## src/hdl/clc_pkg.sv

```systemverilog
package clc_pkg;

  localparam int MAX_COLUMNS = 20;
  localparam int COL_W       = 5;
  localparam int ROW_W       = 2;

  localparam logic [COL_W-1:0] MAX_LAST_COL = COL_W'(MAX_COLUMNS - 1);

  // command codes
  localparam logic [3:0] CMD_PUTC   = 4'd0;
  localparam logic [3:0] CMD_MOVE   = 4'd1;
  localparam logic [3:0] CMD_LEFT   = 4'd2;
  localparam logic [3:0] CMD_RIGHT  = 4'd3;
  localparam logic [3:0] CMD_UP     = 4'd4;
  localparam logic [3:0] CMD_DOWN   = 4'd5;
  localparam logic [3:0] CMD_RETURN = 4'd6;
  localparam logic [3:0] CMD_CLEAR  = 4'd7;
  localparam logic [3:0] CMD_HOME   = 4'd8;
  localparam logic [3:0] CMD_CURSOR = 4'd9;
  localparam logic [3:0] CMD_SAVE   = 4'd10;
  localparam logic [3:0] CMD_RECALL = 4'd11;
  localparam logic [3:0] CMD_ERASE  = 4'd12;

  // configuration register indexes
  localparam logic [1:0] CFG_DISPLAY_MODE = 2'd0;
  localparam logic [1:0] CFG_LAST_ROW     = 2'd1;
  localparam logic [1:0] CFG_LAST_COL     = 2'd2;

  // display instruction bytes and characters
  localparam logic [7:0] INSTR_CLEAR    = 8'h01;
  localparam logic [7:0] INSTR_HOME     = 8'h03;
  localparam logic [7:0] INSTR_DISP_ON  = 8'h0C;
  localparam logic [7:0] INSTR_SET_ADDR = 8'h80;
  localparam logic [7:0] CHAR_NEWLINE   = 8'h0A;
  localparam logic [7:0] CHAR_SPACE     = 8'h20;

  localparam logic [COL_W-1:0] SPLIT_COL = COL_W'(8);

  typedef enum logic [3:0] {
    S_IDLE,
    S_DISP,
    S_CLR,
    S_CHAR,
    S_RET,
    S_DOWN,
    S_MOVE,
    S_CHK,
    S_PDONE,
    S_HI,
    S_LO,
    S_FLUSH
  } state_t;

  typedef struct packed {
    logic [ROW_W-1:0] row;
    logic [COL_W-1:0] col;
  } pos_t;

  typedef struct packed {
    pos_t       pos;
    logic [7:0] instr;
  } move_res_t;

  function automatic logic [6:0] row_offset(input logic [ROW_W-1:0] row);
    logic [6:0] offs;
    case (row)
      2'd0:    offs = 7'h00;
      2'd1:    offs = 7'h40;
      2'd2:    offs = 7'h14;
      default: offs = 7'h54;
    endcase
    return offs;
  endfunction

endpackage

```

## src/hdl/clc_ifs.sv

```systemverilog
interface clc_in_if;
  logic       valid;
  logic       ready;
  logic [3:0] cmd;
  logic [7:0] char_code;
  logic [1:0] target_row;
  logic [4:0] target_col;
  logic       cursor_visible;
  logic       cursor_blink;

  modport source (output valid, cmd, char_code, target_row, target_col,
                  cursor_visible, cursor_blink, input ready);
  modport sink (input valid, cmd, char_code, target_row, target_col,
                cursor_visible, cursor_blink, output ready);
endinterface

interface clc_out_if;
  logic       valid;
  logic       ready;
  logic [3:0] nibble;
  logic       reg_select;
  logic       long_wait;
  logic       last;

  modport source (output valid, nibble, reg_select, long_wait, last, input ready);
  modport sink (input valid, nibble, reg_select, long_wait, last, output ready);
endinterface

interface clc_cfg_if;
  logic       valid;
  logic       ready;
  logic [1:0] idx;
  logic [4:0] data;

  modport source (output valid, idx, data, input ready);
  modport sink (input valid, idx, data, output ready);
endinterface

```

## src/hdl/char_lcd_cursor_controller_core.sv

```systemverilog
// Text-terminal front end for a character display on a 4-bit bus. Each command beat on
// in_bus turns into a run of nibble beats on out_bus, high nibble of every byte first,
// with last set on the final nibble of the command; commands that write nothing (save,
// unused codes, erase at the end of a line) give no beat at all. in_bus.ready is high
// only while the sequencer is idle. A command's nibbles go out one per cycle while out_bus
// takes them, with bookkeeping steps between bytes (a few per character, one per address
// write otherwise); every address write goes through one shared clamp-and-address unit.
// The last nibble of a command is held back until the bookkeeping steps that follow the
// final byte are done. Configuration writes are accepted in every cycle and must only be
// made while no command is in flight.
module char_lcd_cursor_controller_core (
  input  logic          clk,
  input  logic          rst_n,
  clc_in_if.sink        in_bus,
  clc_out_if.source     out_bus,
  clc_cfg_if.sink       cfg_bus
);

  localparam int CW = clc_pkg::COL_W;
  localparam int RW = clc_pkg::ROW_W;

  // configuration
  logic          display_mode_r, display_mode_nxt;
  logic [RW-1:0] last_row_r, last_row_nxt;
  logic [CW-1:0] last_col_r, last_col_nxt;
  logic [CW-1:0] lc;

  // sequencer
  clc_pkg::state_t state_r, state_nxt;
  clc_pkg::state_t ret_r, ret_nxt;

  // latched command
  logic [3:0]    cmd_r, cmd_nxt;
  logic [7:0]    char_r, char_nxt;
  logic [RW-1:0] trow_r, trow_nxt;
  logic [CW-1:0] tcol_r, tcol_nxt;
  logic          vis_r, vis_nxt;
  logic          blink_r, blink_nxt;

  // terminal state
  logic [CW-1:0] cur_col_r, cur_col_nxt;
  logic [RW-1:0] cur_row_r, cur_row_nxt;
  logic [CW-1:0] sav_col_r, sav_col_nxt;
  logic [RW-1:0] sav_row_r, sav_row_nxt;
  logic          clr_pend_r, clr_pend_nxt;

  // move target and erase count
  clc_pkg::pos_t tgt_r, tgt_nxt;
  logic          keep_r, keep_nxt;
  logic [CW-1:0] cnt_r, cnt_nxt;

  // byte being written
  logic [7:0] byte_r, byte_nxt;
  logic       rs_r, rs_nxt;
  logic       lw_r, lw_nxt;

  // one nibble held back until we know whether it is the last
  logic       pend_valid_r, pend_valid_nxt;
  logic [3:0] pend_nib_r, pend_nib_nxt;
  logic       pend_rs_r, pend_rs_nxt;
  logic       pend_lw_r, pend_lw_nxt;

  // output register
  logic       out_valid_r, out_valid_nxt;
  logic [3:0] out_nib_r, out_nib_nxt;
  logic       out_rs_r, out_rs_nxt;
  logic       out_lw_r, out_lw_nxt;
  logic       out_last_r, out_last_nxt;

  logic out_free;
  logic push_ok;
  logic [3:0] push_nib;
  logic [RW:0] row_inc;
  logic        down_wrap;
  logic [RW-1:0] down_row;
  logic [CW:0]   col_inc;
  logic [7:0]    put_char;

  clc_pkg::pos_t     mv_req;
  clc_pkg::move_res_t mv_res;

  assign lc = (last_col_r > clc_pkg::MAX_LAST_COL) ? clc_pkg::MAX_LAST_COL : last_col_r;

  assign out_free = !out_valid_r || out_bus.ready;
  assign push_ok  = !pend_valid_r || out_free;

  assign row_inc   = {1'b0, cur_row_r} + (RW+1)'(1);
  assign down_wrap = row_inc > {1'b0, last_row_r};
  assign down_row  = down_wrap ? '0 : row_inc[RW-1:0];
  assign col_inc   = {1'b0, cur_col_r} + (CW+1)'(1);
  // erase writes spaces the way put char does
  assign put_char  = (cmd_r == clc_pkg::CMD_ERASE) ? clc_pkg::CHAR_SPACE : char_r;

  assign in_bus.ready  = (state_r == clc_pkg::S_IDLE);
  assign cfg_bus.ready = 1'b1;

  assign out_bus.valid      = out_valid_r;
  assign out_bus.nibble     = out_nib_r;
  assign out_bus.reg_select = out_rs_r;
  assign out_bus.long_wait  = out_lw_r;
  assign out_bus.last       = out_last_r;

  // shared clamp and address unit: return, down and every other move use it in turn
  always_comb begin
    case (state_r)
      clc_pkg::S_RET: begin
        mv_req.row = cur_row_r;
        mv_req.col = '0;
      end
      clc_pkg::S_DOWN: begin
        mv_req.row = down_row;
        mv_req.col = cur_col_r;
      end
      default: begin
        mv_req = tgt_r;
      end
    endcase
  end

  clc_move_unit u_move (
    .req          (mv_req),
    .display_mode (display_mode_r),
    .last_row     (last_row_r),
    .last_col_eff (lc),
    .res          (mv_res)
  );

  always_comb begin
    push_nib = (state_r == clc_pkg::S_HI) ? byte_r[7:4] : byte_r[3:0];
  end

  always_comb begin
    state_nxt        = state_r;
    ret_nxt          = ret_r;
    cmd_nxt          = cmd_r;
    char_nxt         = char_r;
    trow_nxt         = trow_r;
    tcol_nxt         = tcol_r;
    vis_nxt          = vis_r;
    blink_nxt        = blink_r;
    cur_col_nxt      = cur_col_r;
    cur_row_nxt      = cur_row_r;
    sav_col_nxt      = sav_col_r;
    sav_row_nxt      = sav_row_r;
    clr_pend_nxt     = clr_pend_r;
    tgt_nxt          = tgt_r;
    keep_nxt         = keep_r;
    cnt_nxt          = cnt_r;
    byte_nxt         = byte_r;
    rs_nxt           = rs_r;
    lw_nxt           = lw_r;
    pend_valid_nxt   = pend_valid_r;
    pend_nib_nxt     = pend_nib_r;
    pend_rs_nxt      = pend_rs_r;
    pend_lw_nxt      = pend_lw_r;
    out_valid_nxt    = out_valid_r && !out_bus.ready;
    out_nib_nxt      = out_nib_r;
    out_rs_nxt       = out_rs_r;
    out_lw_nxt       = out_lw_r;
    out_last_nxt     = out_last_r;
    display_mode_nxt = display_mode_r;
    last_row_nxt     = last_row_r;
    last_col_nxt     = last_col_r;

    // configuration writes
    if (cfg_bus.valid) begin
      unique case (cfg_bus.idx)
        clc_pkg::CFG_DISPLAY_MODE: display_mode_nxt = cfg_bus.data[0];
        clc_pkg::CFG_LAST_ROW:     last_row_nxt     = cfg_bus.data[RW-1:0];
        clc_pkg::CFG_LAST_COL:     last_col_nxt     = cfg_bus.data;
        default: ;
      endcase
    end

    unique case (state_r)
      clc_pkg::S_IDLE: begin
        if (in_bus.valid) begin
          cmd_nxt   = in_bus.cmd;
          char_nxt  = in_bus.char_code;
          trow_nxt  = in_bus.target_row;
          tcol_nxt  = in_bus.target_col;
          vis_nxt   = in_bus.cursor_visible;
          blink_nxt = in_bus.cursor_blink;
          state_nxt = clc_pkg::S_DISP;
        end
      end

      clc_pkg::S_DISP: begin
        keep_nxt  = 1'b0;
        state_nxt = clc_pkg::S_FLUSH;
        case (cmd_r)
          clc_pkg::CMD_PUTC: state_nxt = clc_pkg::S_CLR;
          clc_pkg::CMD_MOVE: begin
            tgt_nxt.row = trow_r;
            tgt_nxt.col = tcol_r;
            state_nxt   = clc_pkg::S_MOVE;
          end
          clc_pkg::CMD_LEFT: begin
            tgt_nxt.row = cur_row_r;
            tgt_nxt.col = (cur_col_r != '0) ? cur_col_r - CW'(1) : cur_col_r;
            state_nxt   = clc_pkg::S_MOVE;
          end
          clc_pkg::CMD_RIGHT: begin
            if (cur_col_r < lc) begin
              tgt_nxt.row = cur_row_r;
              tgt_nxt.col = col_inc[CW-1:0];
              state_nxt   = clc_pkg::S_MOVE;
            end else begin
              // at the last column: return, down, then rewrite the address
              state_nxt = clc_pkg::S_RET;
            end
          end
          clc_pkg::CMD_UP: begin
            tgt_nxt.row = (cur_row_r != '0) ? cur_row_r - RW'(1) : cur_row_r;
            tgt_nxt.col = cur_col_r;
            state_nxt   = clc_pkg::S_MOVE;
          end
          clc_pkg::CMD_DOWN:   state_nxt = clc_pkg::S_DOWN;
          clc_pkg::CMD_RETURN: state_nxt = clc_pkg::S_RET;
          clc_pkg::CMD_CLEAR: begin
            byte_nxt     = clc_pkg::INSTR_CLEAR;
            rs_nxt       = 1'b0;
            lw_nxt       = 1'b1;
            cur_col_nxt  = '0;
            cur_row_nxt  = '0;
            clr_pend_nxt = 1'b0;
            ret_nxt      = clc_pkg::S_FLUSH;
            state_nxt    = clc_pkg::S_HI;
          end
          clc_pkg::CMD_HOME: begin
            // home leaves a pending clear alone
            byte_nxt    = clc_pkg::INSTR_HOME;
            rs_nxt      = 1'b0;
            lw_nxt      = 1'b1;
            cur_col_nxt = '0;
            cur_row_nxt = '0;
            ret_nxt     = clc_pkg::S_FLUSH;
            state_nxt   = clc_pkg::S_HI;
          end
          clc_pkg::CMD_CURSOR: begin
            byte_nxt  = clc_pkg::INSTR_DISP_ON | {6'd0, vis_r, blink_r};
            rs_nxt    = 1'b0;
            lw_nxt    = 1'b0;
            ret_nxt   = clc_pkg::S_FLUSH;
            state_nxt = clc_pkg::S_HI;
          end
          clc_pkg::CMD_SAVE: begin
            sav_col_nxt = cur_col_r;
            sav_row_nxt = cur_row_r;
          end
          clc_pkg::CMD_RECALL: begin
            tgt_nxt.row = sav_row_r;
            tgt_nxt.col = sav_col_r;
            state_nxt   = clc_pkg::S_MOVE;
          end
          clc_pkg::CMD_ERASE: begin
            // one space per column up to, not including, the last column
            if (cur_col_r < lc) begin
              cnt_nxt   = lc - cur_col_r;
              state_nxt = clc_pkg::S_CLR;
            end
          end
          default: ;
        endcase
      end

      clc_pkg::S_CLR: begin
        // a pending clear blanks the screen before the next character
        if (clr_pend_r) begin
          byte_nxt     = clc_pkg::INSTR_CLEAR;
          rs_nxt       = 1'b0;
          lw_nxt       = 1'b1;
          cur_col_nxt  = '0;
          cur_row_nxt  = '0;
          clr_pend_nxt = 1'b0;
          ret_nxt      = clc_pkg::S_CHAR;
          state_nxt    = clc_pkg::S_HI;
        end else begin
          state_nxt = clc_pkg::S_CHAR;
        end
      end

      clc_pkg::S_CHAR: begin
        if (put_char == clc_pkg::CHAR_NEWLINE) begin
          state_nxt = clc_pkg::S_RET;
        end else begin
          byte_nxt    = put_char;
          rs_nxt      = 1'b1;
          lw_nxt      = 1'b0;
          cur_col_nxt = col_inc[CW-1:0];
          // past the last column: return and down follow
          ret_nxt     = (col_inc > {1'b0, lc}) ? clc_pkg::S_RET : clc_pkg::S_CHK;
          state_nxt   = clc_pkg::S_HI;
        end
      end

      clc_pkg::S_RET: begin
        byte_nxt     = mv_res.instr;
        rs_nxt       = 1'b0;
        lw_nxt       = 1'b0;
        cur_row_nxt  = mv_res.pos.row;
        cur_col_nxt  = mv_res.pos.col;
        clr_pend_nxt = 1'b0;
        ret_nxt      = (cmd_r == clc_pkg::CMD_RETURN) ? clc_pkg::S_FLUSH : clc_pkg::S_DOWN;
        state_nxt    = clc_pkg::S_HI;
      end

      clc_pkg::S_DOWN: begin
        byte_nxt     = mv_res.instr;
        rs_nxt       = 1'b0;
        lw_nxt       = 1'b0;
        cur_row_nxt  = mv_res.pos.row;
        cur_col_nxt  = mv_res.pos.col;
        // wrapping past the last row arms the clear
        clr_pend_nxt = down_wrap;
        state_nxt    = clc_pkg::S_HI;
        if (cmd_r == clc_pkg::CMD_RIGHT) begin
          tgt_nxt  = mv_res.pos;
          keep_nxt = 1'b1;
          ret_nxt  = clc_pkg::S_MOVE;
        end else if (cmd_r == clc_pkg::CMD_DOWN) begin
          ret_nxt = clc_pkg::S_FLUSH;
        end else begin
          ret_nxt = clc_pkg::S_CHK;
        end
      end

      clc_pkg::S_MOVE: begin
        byte_nxt    = mv_res.instr;
        rs_nxt      = 1'b0;
        lw_nxt      = 1'b0;
        cur_row_nxt = mv_res.pos.row;
        cur_col_nxt = mv_res.pos.col;
        if (!keep_r) begin
          clr_pend_nxt = 1'b0;
        end
        ret_nxt   = ((cmd_r == clc_pkg::CMD_PUTC) || (cmd_r == clc_pkg::CMD_ERASE)) ?
                    clc_pkg::S_PDONE : clc_pkg::S_FLUSH;
        state_nxt = clc_pkg::S_HI;
      end

      clc_pkg::S_CHK: begin
        // split addressing: column 8 needs an explicit jump to the second half
        if (!display_mode_r && (cur_col_r == clc_pkg::SPLIT_COL)) begin
          tgt_nxt.row = '0;
          tgt_nxt.col = clc_pkg::SPLIT_COL;
          keep_nxt    = 1'b0;
          state_nxt   = clc_pkg::S_MOVE;
        end else begin
          state_nxt = clc_pkg::S_PDONE;
        end
      end

      clc_pkg::S_PDONE: begin
        if ((cmd_r == clc_pkg::CMD_ERASE) && (cnt_r > CW'(1))) begin
          cnt_nxt   = cnt_r - CW'(1);
          state_nxt = clc_pkg::S_CLR;
        end else begin
          state_nxt = clc_pkg::S_FLUSH;
        end
      end

      clc_pkg::S_HI, clc_pkg::S_LO: begin
        if (push_ok) begin
          if (pend_valid_r) begin
            out_valid_nxt = 1'b1;
            out_nib_nxt   = pend_nib_r;
            out_rs_nxt    = pend_rs_r;
            out_lw_nxt    = pend_lw_r;
            out_last_nxt  = 1'b0;
          end
          pend_valid_nxt = 1'b1;
          pend_nib_nxt   = push_nib;
          pend_rs_nxt    = rs_r;
          pend_lw_nxt    = lw_r;
          state_nxt      = (state_r == clc_pkg::S_HI) ? clc_pkg::S_LO : ret_r;
        end
      end

      clc_pkg::S_FLUSH: begin
        // the held nibble goes out as the last beat of the command
        if (!pend_valid_r) begin
          state_nxt = clc_pkg::S_IDLE;
        end else if (out_free) begin
          out_valid_nxt  = 1'b1;
          out_nib_nxt    = pend_nib_r;
          out_rs_nxt     = pend_rs_r;
          out_lw_nxt     = pend_lw_r;
          out_last_nxt   = 1'b1;
          pend_valid_nxt = 1'b0;
          state_nxt      = clc_pkg::S_IDLE;
        end
      end

      default: state_nxt = clc_pkg::S_IDLE;
    endcase
  end

  // control and terminal state
  always_ff @(posedge clk) begin
    if (!rst_n) begin
      state_r        <= clc_pkg::S_IDLE;
      display_mode_r <= 1'b1;
      last_row_r     <= RW'(1);
      last_col_r     <= CW'(15);
      cur_col_r      <= '0;
      cur_row_r      <= '0;
      sav_col_r      <= '0;
      sav_row_r      <= '0;
      clr_pend_r     <= 1'b0;
      pend_valid_r   <= 1'b0;
      out_valid_r    <= 1'b0;
    end else begin
      state_r        <= state_nxt;
      display_mode_r <= display_mode_nxt;
      last_row_r     <= last_row_nxt;
      last_col_r     <= last_col_nxt;
      cur_col_r      <= cur_col_nxt;
      cur_row_r      <= cur_row_nxt;
      sav_col_r      <= sav_col_nxt;
      sav_row_r      <= sav_row_nxt;
      clr_pend_r     <= clr_pend_nxt;
      pend_valid_r   <= pend_valid_nxt;
      out_valid_r    <= out_valid_nxt;
    end
  end

  // payload and working registers
  always_ff @(posedge clk) begin
    ret_r      <= ret_nxt;
    cmd_r      <= cmd_nxt;
    char_r     <= char_nxt;
    trow_r     <= trow_nxt;
    tcol_r     <= tcol_nxt;
    vis_r      <= vis_nxt;
    blink_r    <= blink_nxt;
    tgt_r      <= tgt_nxt;
    keep_r     <= keep_nxt;
    cnt_r      <= cnt_nxt;
    byte_r     <= byte_nxt;
    rs_r       <= rs_nxt;
    lw_r       <= lw_nxt;
    pend_nib_r <= pend_nib_nxt;
    pend_rs_r  <= pend_rs_nxt;
    pend_lw_r  <= pend_lw_nxt;
    out_nib_r  <= out_nib_nxt;
    out_rs_r   <= out_rs_nxt;
    out_lw_r   <= out_lw_nxt;
    out_last_r <= out_last_nxt;
  end

endmodule

```

## src/hdl/clc_move_unit.sv

```systemverilog
// clamps a requested position and forms the set-address instruction
module clc_move_unit (
  input  clc_pkg::pos_t                   req,
  input  logic                            display_mode,
  input  logic [clc_pkg::ROW_W-1:0]       last_row,
  input  logic [clc_pkg::COL_W-1:0]       last_col_eff,
  output clc_pkg::move_res_t              res
);

  logic [clc_pkg::ROW_W-1:0] row_c;
  logic [clc_pkg::COL_W-1:0] col_c;
  logic [6:0]                addr;

  always_comb begin
    row_c = (req.row > last_row) ? last_row : req.row;
    col_c = (req.col > last_col_eff) ? last_col_eff : req.col;
    if (!display_mode) begin
      // split single row: upper half of the line lives at 0x40
      addr = {col_c[3], 3'b000, col_c[2:0]};
    end else begin
      addr = 7'({2'b00, col_c}) + clc_pkg::row_offset(row_c);
    end
    res.pos.row = row_c;
    res.pos.col = col_c;
    res.instr   = clc_pkg::INSTR_SET_ADDR | {1'b0, addr};
  end

endmodule

```

## src/flat_wrapper.sv

```systemverilog
// flat-port wrapper written by rule: the top's interface ports become plain ports
module char_lcd_cursor_controller_core_flat 
  (clk, rst_n, in_bus_valid, in_bus_cmd, in_bus_char_code, in_bus_target_row, in_bus_target_col, in_bus_cursor_visible, in_bus_cursor_blink, in_bus_ready, out_bus_valid, out_bus_nibble, out_bus_reg_select, out_bus_long_wait, out_bus_last, out_bus_ready, cfg_bus_valid, cfg_bus_idx, cfg_bus_data, cfg_bus_ready);
  clc_in_if in_bus_i ();
  clc_out_if out_bus_i ();
  clc_cfg_if cfg_bus_i ();
  input  logic clk;
  input  logic rst_n;
  input wire logic [$bits(in_bus_i.valid)-1:0] in_bus_valid;
  input wire logic [$bits(in_bus_i.cmd)-1:0] in_bus_cmd;
  input wire logic [$bits(in_bus_i.char_code)-1:0] in_bus_char_code;
  input wire logic [$bits(in_bus_i.target_row)-1:0] in_bus_target_row;
  input wire logic [$bits(in_bus_i.target_col)-1:0] in_bus_target_col;
  input wire logic [$bits(in_bus_i.cursor_visible)-1:0] in_bus_cursor_visible;
  input wire logic [$bits(in_bus_i.cursor_blink)-1:0] in_bus_cursor_blink;
  output wire logic [$bits(in_bus_i.ready)-1:0] in_bus_ready;
  output wire logic [$bits(out_bus_i.valid)-1:0] out_bus_valid;
  output wire logic [$bits(out_bus_i.nibble)-1:0] out_bus_nibble;
  output wire logic [$bits(out_bus_i.reg_select)-1:0] out_bus_reg_select;
  output wire logic [$bits(out_bus_i.long_wait)-1:0] out_bus_long_wait;
  output wire logic [$bits(out_bus_i.last)-1:0] out_bus_last;
  input wire logic [$bits(out_bus_i.ready)-1:0] out_bus_ready;
  input wire logic [$bits(cfg_bus_i.valid)-1:0] cfg_bus_valid;
  input wire logic [$bits(cfg_bus_i.idx)-1:0] cfg_bus_idx;
  input wire logic [$bits(cfg_bus_i.data)-1:0] cfg_bus_data;
  output wire logic [$bits(cfg_bus_i.ready)-1:0] cfg_bus_ready;
  assign in_bus_i.valid = in_bus_valid;
  assign in_bus_i.cmd = in_bus_cmd;
  assign in_bus_i.char_code = in_bus_char_code;
  assign in_bus_i.target_row = in_bus_target_row;
  assign in_bus_i.target_col = in_bus_target_col;
  assign in_bus_i.cursor_visible = in_bus_cursor_visible;
  assign in_bus_i.cursor_blink = in_bus_cursor_blink;
  assign in_bus_ready = in_bus_i.ready;
  assign out_bus_valid = out_bus_i.valid;
  assign out_bus_nibble = out_bus_i.nibble;
  assign out_bus_reg_select = out_bus_i.reg_select;
  assign out_bus_long_wait = out_bus_i.long_wait;
  assign out_bus_last = out_bus_i.last;
  assign out_bus_i.ready = out_bus_ready;
  assign cfg_bus_i.valid = cfg_bus_valid;
  assign cfg_bus_i.idx = cfg_bus_idx;
  assign cfg_bus_i.data = cfg_bus_data;
  assign cfg_bus_ready = cfg_bus_i.ready;
  char_lcd_cursor_controller_core u_core (.clk(clk), .rst_n(rst_n), .in_bus(in_bus_i), .out_bus(out_bus_i), .cfg_bus(cfg_bus_i));
endmodule
```

## config.mk

```make
export PLATFORM = sky130hd
export DESIGN_NAME = char_lcd_cursor_controller_core_flat
export DESIGN_NICKNAME = d
export VERILOG_FILES = /design/src/hdl/clc_pkg.sv /design/src/hdl/clc_ifs.sv /design/src/hdl/char_lcd_cursor_controller_core.sv /design/src/hdl/clc_move_unit.sv /design/src/flat_wrapper.sv
export SDC_FILE = /design/constraint.sdc
export NUM_CORES = 1
export LEC_CHECK = 0
export ABC_AREA = 1
export ABC_CLOCK_PERIOD_IN_PS = 2600
export BUFFER_PORTS_ARGS = -buffer_cell sky130_fd_sc_hd__buf_2
export CAP_MARGIN = 20
export CORE_MARGIN = 5
export CORE_UTILIZATION = 55
export DETAILED_ROUTE_END_ITERATION = 7
export GPL_ROUTABILITY_DRIVEN = 0
export PLACE_DENSITY_LB_ADDON = 0.1
export SLEW_MARGIN = 15
export SYNTH_ARGS = -nofsm -noshare
export SYNTH_HDL_FRONTEND = slang
export SYNTH_SLANG_ARGS = --single-unit
```

## constraint.sdc

```tcl
create_clock -name clk -period 2.6 [get_ports clk]
set_input_delay 0.26 -clock clk [delete_from_list [all_inputs] [get_ports clk]]
set_output_delay 0.26 -clock clk [all_outputs]
set_load 0.01 [all_outputs]
```

=== Yosys cells after proc, flatten, opt, wreduce, memory -nomap -nowiden ===
Index checks and enable logic that the tools add are counted.

* Bits in registers: 90
* Logic and storage cells: 241
* Bits of input ports: 33
* Output and inout port bits: 10

* Multiplexer cells: 97
* Reductions and logical operators: 48
* Equality and inequality tests: 50
* $add $sub $neg: 7
* Magnitude comparators: 7

{| class="wikitable"
|+ Operators with widths
! operator !! number
|-
| 4-bit 2-to-1 mux || 21
|-
| 5-bit 2-to-1 mux || 9
|-
| 7-bit one-hot mux with 3 select lines || 2
|-
| 4-bit equality test, second input constant || 9
|-
| 4-bit one-hot mux with 9 select lines || 1
|-
| 7-bit 2-to-1 mux || 5
|-
| 7-bit one-hot mux with 5 select lines || 1
|-
| 4-bit by 3-bit equality test with 1-bit output, second input constant || 8
|-
| 8-bit one-hot mux with 4 select lines || 1
|-
| 1-bit 2-to-1 mux || 28
|-
| 4-bit one-hot mux with 7 select lines || 1
|-
| 8-bit 2-to-1 mux || 3
|-
| 4-bit one-hot mux with 6 select lines || 1
|-
| 8-bit one-hot mux with 3 select lines || 1
|-
| 4-bit AND reduction || 6
|-
| 2-bit by 1-bit != test with 1-bit output, second input constant || 10
|-
| 5-bit one-hot mux with 4 select lines || 1
|-
| 4-bit by 2-bit equality test with 1-bit output, second input constant || 4
|-
| 2-bit 2-to-1 mux || 8
|-
| 7-bit one-hot mux with 2 select lines || 1
|-
| 2-bit AND reduction || 7
|-
| 2-bit != test, second input constant || 6
|-
| 1-bit one-hot mux with 2 select lines || 6
|-
| 1-bit one-hot mux with 4 select lines || 3
|-
| other kinds (41) || 66
|}

=== Longest topological paths before layout ===
Gate-level depths: netlist of run 1.

* Word-level depth: 12
* Depth in mapped cells: 19
* Mapped depth without buffers: 19

=== Modules after synthesis ===
A second synthesis of run 1 with hierarchy kept.

* Cell total of the unflattened synthesis: 660
* Area, all modules: 5,496.5 µm²

{| class="wikitable"
|+ By module, submodules not included
! module !! instances !! seq. area each (µm²) !! cells an instance !! area each (µm²)
|-
| char_lcd_cursor_controller_core || 1 || 2,412.3 || 589 || 5,048.6
|-
| clc_move_unit || 1 || 0.0 || 71 || 447.9
|}

=== Worst setup path before layout of run 1 ===
No wires, ideal clock.

* Kind: reg-to-reg
* From: register u_core.cur_row_r[0]
* To: register u_core.byte_r[6] (data pin)
* Stages on the path, launching flop included: 16
* Clock period less this slack: 2,758 ps
* Path slack: -158 ps
* Path buffers: 0
* Data required time: 2,344 ps
* Arrival time: 2,502 ps
* Setup time: 256 ps
* Path through: dfxtp_1 -> inv_1 -> fa_1 -> inv_1 -> nand3b_1 -> nand2_1 -> nand2_1 -> inv_1 -> o311ai_0 -> ha_1 -> inv_1 -> nor2_1 -> o21ai_0 -> o21ai_2 -> o21ai_1 -> nand2_1

* Cells in the longest elaborated chain, start to end: 12
* Elaborated cells between the ends (all ways): 14
* Those cells by class: 2 x add/sub; 2 x order compare; 2 x eq/ne; 7 x mux; 1 x reduce/logical

{| class="wikitable"
|+ Ends and longest elaborated chain
! what !! RTL line !! source
|-
| start: declaration || char_lcd_cursor_controller_core.sv:42 || <nowiki>logic [RW-1:0] cur_row_r, cur_row_nxt;</nowiki>
|-
| start signal: assignment || char_lcd_cursor_controller_core.sv:419 || <nowiki>cur_row_r <= cur_row_nxt;</nowiki>
|-
| 2-bit by 1-bit adder with 3-bit output || char_lcd_cursor_controller_core.sv:87 || <nowiki>assign row_inc = {1'b0, cur_row_r} + (RW+1)'(1);</nowiki>
|-
| 3-bit by 2-bit > comparator with 1-bit output || char_lcd_cursor_controller_core.sv:88 || <nowiki>assign down_wrap = row_inc > {1'b0, last_row_r};</nowiki>
|-
| 2-bit 2-to-1 mux || char_lcd_cursor_controller_core.sv:89 || <nowiki>assign down_row = down_wrap ? '0 : row_inc[RW-1:0];</nowiki>
|-
| 7-bit one-hot mux with 2 select lines (*) || char_lcd_cursor_controller_core.sv:105 || <nowiki>case (state_r)</nowiki>
|-
| 2-bit > comparator || clc_move_unit.sv:15 || <nowiki>row_c = (req.row > last_row) ? last_row : req.row;</nowiki>
|-
| 2-bit 2-to-1 mux (*) || clc_move_unit.sv:15 ||
|-
| 2-bit equality test, or another cell as far along || clc_pkg.sv:66 || <nowiki>case (row)</nowiki>
|-
| 7-bit one-hot mux with 3 select lines (*) || clc_pkg.sv:66 ||
|-
| 7-bit 2-to-1 mux (*) || clc_move_unit.sv:17 || <nowiki>if (!display_mode) begin</nowiki>
|-
| 5-bit by 7-bit adder with 7-bit output (*) || clc_move_unit.sv:21 || <nowiki>addr = 7'({2'b00, col_c}) + clc_pkg::row_offset(row_c);</nowiki>
|-
| 7-bit 2-to-1 mux (*) || clc_move_unit.sv:17 ||
|-
| 8-bit one-hot mux with 4 select lines (*) || char_lcd_cursor_controller_core.sv:175 || <nowiki>unique case (state_r)</nowiki>
|-
| via u_core.byte_nxt[6] || char_lcd_cursor_controller_core.sv:53 || <nowiki>logic [7:0] byte_r, byte_nxt;</nowiki>
|-
| end signal: assignment || char_lcd_cursor_controller_core.sv:440 || <nowiki>byte_r <= byte_nxt;</nowiki>
|-
| end: declaration || char_lcd_cursor_controller_core.sv:53 ||
|}

Mark *: on every way through the listed nets, which the timed path passes. The rest lies on a longest branch. The select of a mux whose other input is x is not followed.
A chain may end at the register's enable or synchronous reset.

=== Final worst setup path of run 1 ===
* From: register u_core.state_r[1]
* To: register u_core.byte_r[2] (data pin)

* Cells in the longest elaborated chain, start to end: 10
* Elaborated cells between the ends (all ways): 20
* Those cells by class: 1 x add/sub; 2 x order compare; 8 x eq/ne; 7 x mux; 2 x reduce/logical

{| class="wikitable"
|+ Ends and longest elaborated chain
! what !! RTL line !! source
|-
| start: declaration || char_lcd_cursor_controller_core.sv:29 || <nowiki>clc_pkg::state_t state_r, state_nxt;</nowiki>
|-
| start signal: assignment || char_lcd_cursor_controller_core.sv:402 || <nowiki>state_r <= clc_pkg::S_IDLE;</nowiki>
|-
| start signal: assignment || char_lcd_cursor_controller_core.sv:414 || <nowiki>state_r <= state_nxt;</nowiki>
|-
| 4-bit by 3-bit equality test with 1-bit output || char_lcd_cursor_controller_core.sv:105, char_lcd_cursor_controller_core.sv:175 ||
|-
| 7-bit one-hot mux with 2 select lines || char_lcd_cursor_controller_core.sv:105 ||
|-
| 2-bit > comparator || clc_move_unit.sv:15 ||
|-
| 2-bit 2-to-1 mux || clc_move_unit.sv:15 ||
|-
| 2-bit equality test, or another cell as far along || clc_pkg.sv:66 ||
|-
| 7-bit one-hot mux with 3 select lines || clc_pkg.sv:66 ||
|-
| 7-bit 2-to-1 mux || clc_move_unit.sv:17 ||
|-
| 5-bit by 7-bit adder with 7-bit output || clc_move_unit.sv:21 ||
|-
| 7-bit 2-to-1 mux || clc_move_unit.sv:17 ||
|-
| 8-bit one-hot mux with 4 select lines (*) || char_lcd_cursor_controller_core.sv:175 ||
|-
| via u_core.byte_nxt[2] || char_lcd_cursor_controller_core.sv:53 ||
|}

Marks and branches as above.

==> run summary, run 1 <==
CP required -> 2.72 ns
Number of vias per cell -> 5.56
Die area -> 12100 um^2
Critical path's slowest cell -> ha_1
Synthesized area -> 5480 um^2
Clock skew -> 0.00764 ns
Pleak -> 2.92 nW
Root buffer cell -> clkbuf_8
Number of global-route vias before repair -> 4531
P per Cell Area -> 989 nW/um^2
Final Routed Wirelength -> 14600 um
Synth Warn # -> 0
Clock Sinks -> 90
Final setup vio count -> 1
Number of max-cap violations -> 0
CP endpoint kind -> flop
Antenna viol nets, final -> 0
Fin nets -> 811
Placed instance area -> 6100 um^2
Initial antenna violation count -> 0
Worst skew pair latency -> 0.38 ns
Die width -> 110 um
Avg Cell Area, Syn -> 8.40 um^2
Worst hold path type -> in2reg
Synth Area in Adders -> 0.0758
WS Path Type -> reg2reg
Htree depth -> 3
CTS tree -> built
Synth cell types -> 53
Crit start category -> flop
All-layer global routing usage -> 0.247
Max Clock Freq -> 0.379 GHz
Seq cells post-synth -> 90
Setup WS post-layout -> -0.0390 ns
WP buf/inv -> 4
Failing checks -> setup timing
RSZ-0062 raised after global routing -> true
Vias -> 4914
Post-synthesis xor/xnor area fraction -> 0.0160
Starting Density -> 0.563
Max VDD drop -> 0.526 mV
Synth top area cells -> edfxtp_1 33%, dfxtp_1 11%, nand2_1 10%, ha_1 6.9%, inv_1 5.0%
Slew HR -> 0.632
Slew Viols, Final -> 0
Ant. Diodes -> 0
Pin count of the biggest net entering global routing -> 23
Hold-fix buffers, CTS -> 0
Largest family of logic cells by synthesized area -> simple AND/OR/NAND/NOR gates
Worst path cell trace -> buf_12 > nor2_4 > buf_4 > o22ai_2 > ha_1 > nand2_2 > nor2_2 > nand2_2 > nand3_4 > nand2_4 > nand2_2 > nand2_2 > buf_4 > buf_4 > nand2_2 > nand2_1 > o21ai_1 > nand3_1
CTS clk-pin slew, worst paths -> 0.10 ns
DRT Pass-1 Iters -> 5
Longest Clk Path Bufs -> 2
DRC -> 0
Synth top area share -> 0.334
Most used cell, CP -> nand2_2
Rows -> 36
Yosys top cell by area -> edfxtp_1
Cell count after synthesis -> 652
Core ar. -> 9730 um^2
Layout cells sized above 1 -> 0.276
Grt ovf -> 0
Critical Path Start -> u_core.state_r[1]$_SDFFE_PN0P_
Tcrit/Tclk final -> 1.01
Synth Area in Compound Gates -> 0.155
Critical path data arrival time -> 2.76 ns
Synth Area in Simple Gates -> 0.234
DR WL/cell -> 16.5 um
Post-DP HPWL -> 11100 um
Hold Violations, Final -> 0
CP peak stage delay -> 0.35 ns
Crit Path Max Fanout -> 4
DRT iter0 DRCs -> 475
Placed insts -> 855
Mux contribution to synthesized area -> 0
Syn_nets -> 717
Area growth, synth to finish -> 19.5%
Hold path start -> in_bus_cursor_visible
Die Height -> 110 um
Final Non-Filler Cells -> 884
Seq/Total Area, Yosys -> 0.440
First-pass GRT wire length -> 22500 um
I/O Buffers -> 41
RR Startpoint -> u_core.state_r[1]$_SDFFE_PN0P_
Post-route cell area -> 6540 um^2
Io pins -> 43
TritonCTS Buffers -> 9
Worst path top cell family by delay -> simple AND/OR/NAND/NOR gates
Outcome -> finished with violations
Fin crit period -> 2.64 ns
Slew @ Worst Pin -> 0.550 ns
## final cells by class
class                      count  area [um^2]
clock inverter                 6         47.5
clock buffer                  10          128
fill                         825         3190
sequential                    90         2420
timing repair buffer          95          623
inverter                      90          348
tap                          133          166
multi-input combinational    460         2810
## cell usage in the layout (no fill, tap or decap), types with 6 or more instances in the layout
master and instances:
a21oi_1 38, a21oi_2 7, buf_2 41, buf_4 53, clkbuf_8 9, dfxtp_1 23, dfxtp_2 6, edfxtp_1 61
ha_1 26, inv_1 68, inv_2 18, nand2_1 139, nand2_2 15, nand2_4 7, nand3_1 35, nor2_1 46
nor2_2 6, nor3_1 9, o211ai_1 9, o21ai_0 31, o21ai_1 17, o21ai_2 9, xor2_1 7
## cells in the mapped netlist (all sizes together)
library cell and instances:
conb 1, o22ai 6, nor3b 1, a211oi 2
o211ai 9, dfxtp 29, ha 30, o211a 4
o2111ai 1, inv 88, buf 10, o31ai 2
or2 4, o21ai 58, edfxtp 61, xnor2 3
a21oi 46, nand2 161, nand3 41, nor3 11
clkbuf 2, nor2 58, fa 2, clkinv 2
a21boi 1, nand4 2, a31oi 3, nand3b 1
o311ai 1, a21o 1, xor2 7, o21bai 3
o221ai 1
## repair_timing
item	CTS	global route
endpoints found under the setup margin	18	24
pin swaps	10	20
resized for setup	10	34
buffers inserted	3	10
## where the power goes
| group | internal, mW | switching, mW | leakage [nW] |
|---|---|---|---|
| combinational | 1.29 | 2.08 | 2.03 |
| sequential | 2.04 | 0.159 | 0.800 |
| clock | 0.358 | 0.550 | 0.0877 |
| total | 3.68 | 2.79 | 2.92 |
## final timing paths
check | to | slack [ns] | cells after the start
max | u_core.byte_r[2]$_DFFE_PP_ | -0.04 | 18
min | u_core.vis_r$_DFFE_PP_ | 0.05 | 1
max reg2reg | u_core.byte_r[2]$_DFFE_PP_ | -0.04 | 18
min reg2reg | u_core.pend_rs_r$_DFFE_PP_ | 0.43 | 0
## state kept, by name (all words and copies together), names as in the netlist, 2 cells and up
name                   count
u_core.trow_r              2
u_core.char_r              8
u_core.cur_col_r           5
u_core.last_row_r          2
u_core.cur_row_r           2
u_core.cmd_r               4
u_core.pend_nib_r          4
u_core.last_col_r          5
u_core.cnt_r               5
u_core.tcol_r              5
u_core.tgt_r               7
u_core.state_r             4
u_core.byte_r              8
u_core.sav_row_r           2
u_core.ret_r               4
u_core.out_bus.nibble      4
u_core.sav_col_r           5
## stage by stage
stage	utilization	setup WS, ns	power, mW	TNS, ns	hold slack (ns)
after floorplan	-	0.0103	4.23	0	0.359
after global placement	0.627	0.0168	5.05	0	0.405
after detailed placement	0.627	-0.0569	5.12	-0.452	0.405
after CTS	0.652	0.0102	6.08	0	0.0409
after global routing	0.673	-0.161	6.86	-0.648	0.0333
final	0.673	-0.0390	6.47	-0.0390	0.0453
## worst reg2reg max path: stages (launching register included)
cell and delay [ns]:
dfxtp_2 0.34, buf_12 0.13, nor2_4 0.12, buf_4 0.12
o22ai_2 0.08, ha_1 0.35, nand2_2 0.08, nor2_2 0.12
nand2_2 0.08, nand3_4 0.09, nand2_4 0.08, nand2_2 0.08
nand2_2 0.09, buf_4 0.15, buf_4 0.13, nand2_2 0.07
nand2_1 0.06, o21ai_1 0.12, nand3_1 0.11
## metal layers
metal / share of wire / track usage / wire [um]
met2: 0.46 / 0.383 / 6680
met3: 0.078 / 0.0458 / 1140
met4: 0.039 / 0.110 / 575
met1: 0.42 / 0.338 / 6170
met5: 0 / 0 / 0
## cells by family (layout without fill, tap and decap cells)
family                   after synthesis  in the layout
flip-flops                            90             90
AND/OR/NAND/NOR                      279            279
buffers and inverters                102            201
XOR/XNOR                              10             10
other                                  1              1
AO/OA/AOI/OAI                        138            138
adder cells (fa/ha/maj)               32             32
Note: power is estimated with default switching activity, not from simulation.
==> inputs of run 2 (changes only) <==
Settings changed: CORE_ASPECT_RATIO from default to 1.25.
==> run 2 against run 1 <==
Effect of this change:
- the flow now finishes without violations
- sequential cell count is the same
- die area grew 0.10%
- wire length shrank 0.10%
- clock power grew 46%
- fmax grew 2.2%
- cell count shrank 1.5%
- sequential power is essentially flat
- global-route usage shrank 0.52 points
- power grew 5.0%
- highest routed layer unchanged
==> run summary, run 2 (synthesized netlist as in run 1, its figures left out) <==
Outcome -> finished, final reports clean
Number of global-route vias before repair -> 4627
Pin count of the biggest net entering global routing -> 23
WS Path Type -> reg2reg
Layout cells sized above 1 -> 0.277
Leading cell type in the layout, fill and taps excluded -> nand2_1
Number of vias per cell -> 5.62
DR WL/cell -> 16.7 um
Htree depth -> 3
Total power -> 6.79 mW
Final Non-Filler Cells -> 871
CTS tree -> built
Fillers -> 792
Crit Path Max Fanout -> 3
Pleak -> 2.94 nW
Vias -> 4898
Number of max-cap violations -> 0
All-layer global routing usage -> 0.242
Hold Violations, Final -> 0
Placed insts -> 848
Antenna viol nets, final -> 0
DRT Pass-1 Iters -> 5
Reg2reg path depth -> 15
Slew HR -> 0.621
Post-route cell area -> 6650 um^2
Root buffer cell -> clkbuf_16
RSZ-0062 raised after global routing -> true
Gate power share -> 0.479
Placed instance area -> 6080 um^2
Area growth, synth to finish -> 21.4%
P per Cell Area -> 1020 nW/um^2
Layer with the highest usage -> met2
Critical path data arrival time -> 2.69 ns
Die area -> 12100 um^2
Slew @ Worst Pin -> 0.568 ns
Worst skew pair latency -> 0.35 ns
Max Clock Freq -> 0.387 GHz
Int Pwr -> 3.93 mW
DRT iter0 DRCs -> 414
I/O Buffers -> 41
CP endpoint kind -> flop
Die width -> 99.3 um
Final core utilization -> 0.688
Longest Clk Path Bufs -> 2
Core ar. -> 9660 um^2
TritonCTS Buffers -> 9
Worst hold path type -> in2reg
Psw -> 2.86 mW
Final Routed Wirelength -> 14600 um
Met2 Resource Use GR -> 0.422
Sequential power share -> 0.326
Clock share of power -> 0.195
DRC -> 0
Met3 GRT Util -> 0.0447
Setup WS pre-CTS -> -0.115 ns
Die Height -> 122 um
CTS clk-pin slew, worst paths -> 0.08 ns
Tcrit/Tclk final -> 0.993
Setup TNS -> 0 ns
Ant. Diodes -> 0
Post-DP HPWL -> 11200 um
Grt met1 use -> 0.289
First-pass GRT wire length -> 22700 um
Hold Path Depth -> 1
Clock Sinks -> 90
Fin crit period -> 2.58 ns
Starting Density -> 0.567
Setup WS post-layout -> 0.0187 ns
Most frequent cells in the layout -> 138 x nand2_1, 68 x inv_1, 61 x edfxtp_1
Switching Fraction -> 0.421
Top Registers -> u_core.byte_r x8, u_core.char_r x8, u_core.tgt_r x7
Clock skew -> 0.00912 ns
CP required -> 2.71 ns
Max VDD drop -> 0.710 mV
Slew Viols, Final -> 0
Initial antenna violation count -> 0
Hold Slack -> 0.0805 ns
Final setup vio count -> 0
Grt ovf -> 0
Fin nets -> 805
Rows -> 40
Io pins -> 43
Hold-fix buffers, CTS -> 0
Crit start category -> flop
## run 2: layout make-up
cell class | instances | area, um^2 | area share
well taps | 126 | 158 | 0.0237
flip-flops and latches | 90 | 2420 | 0.364
clock buffers | 9 | 225 | 0.0339
multi-input cells | 460 | 2850 | 0.429
inverters | 90 | 348 | 0.0523
clock inverters | 7 | 73.8 | 0.0111
repair buffers | 89 | 573 | 0.0862
## run 2: worst max-delay path: stages (launching register included)
cell and delay, ns:
dfxtp_2 0.34, inv_2 0.04, fa_1 0.54, inv_1 0.05, nand3b_1 0.08, nand2_1 0.06, nand2_2 0.06, inv_2 0.05
o311ai_4 0.23, ha_2 0.29, buf_4 0.14, ha_4 0.20, nand3_1 0.07, nand2_1 0.06, nand2_1 0.07, nand2_1 0.06
## run 2: layer usage
layer / up-vias / wire length (um)
li1: 2368 / -
met1: 2266 / 5790
met2: 222 / 7300
met3: 42 / 928
met4: 0 / 550
met5: - / 0
## run 2: final timing paths
check	to	from	slack, ns
max	u_core.byte_r[5]$_DFFE_PP_	u_core.cur_row_r[0]$_SDFFE_PN0P_	0.02
min	u_core.char_r[0]$_DFFE_PP_	in_bus_char_code[0]	0.08
max reg2reg	u_core.byte_r[5]$_DFFE_PP_	u_core.cur_row_r[0]$_SDFFE_PN0P_	0.02
min reg2reg	u_core.pend_rs_r$_DFFE_PP_	u_core.rs_r$_DFFE_PP_	0.42
## run 2: power by group through the flow
stage / combinational, mW / clock [mW] / sequential (mW)
after global routing: 3.57 / 1.40 / 2.24
final: 3.25 / 1.33 / 2.21
after CTS: 2.97 / 1.33 / 2.20
after global placement: 2.80 / 0 / 2.23
after floorplan: 2.05 / 0 / 2.18
after detailed placement: 2.86 / 0 / 2.23
## run 2: timing repair
action                                  CTS  global route
gates resized for setup                  10            41
buffers inserted                          5             2
endpoints found under the setup margin   12            25
pin swaps                                 7            18
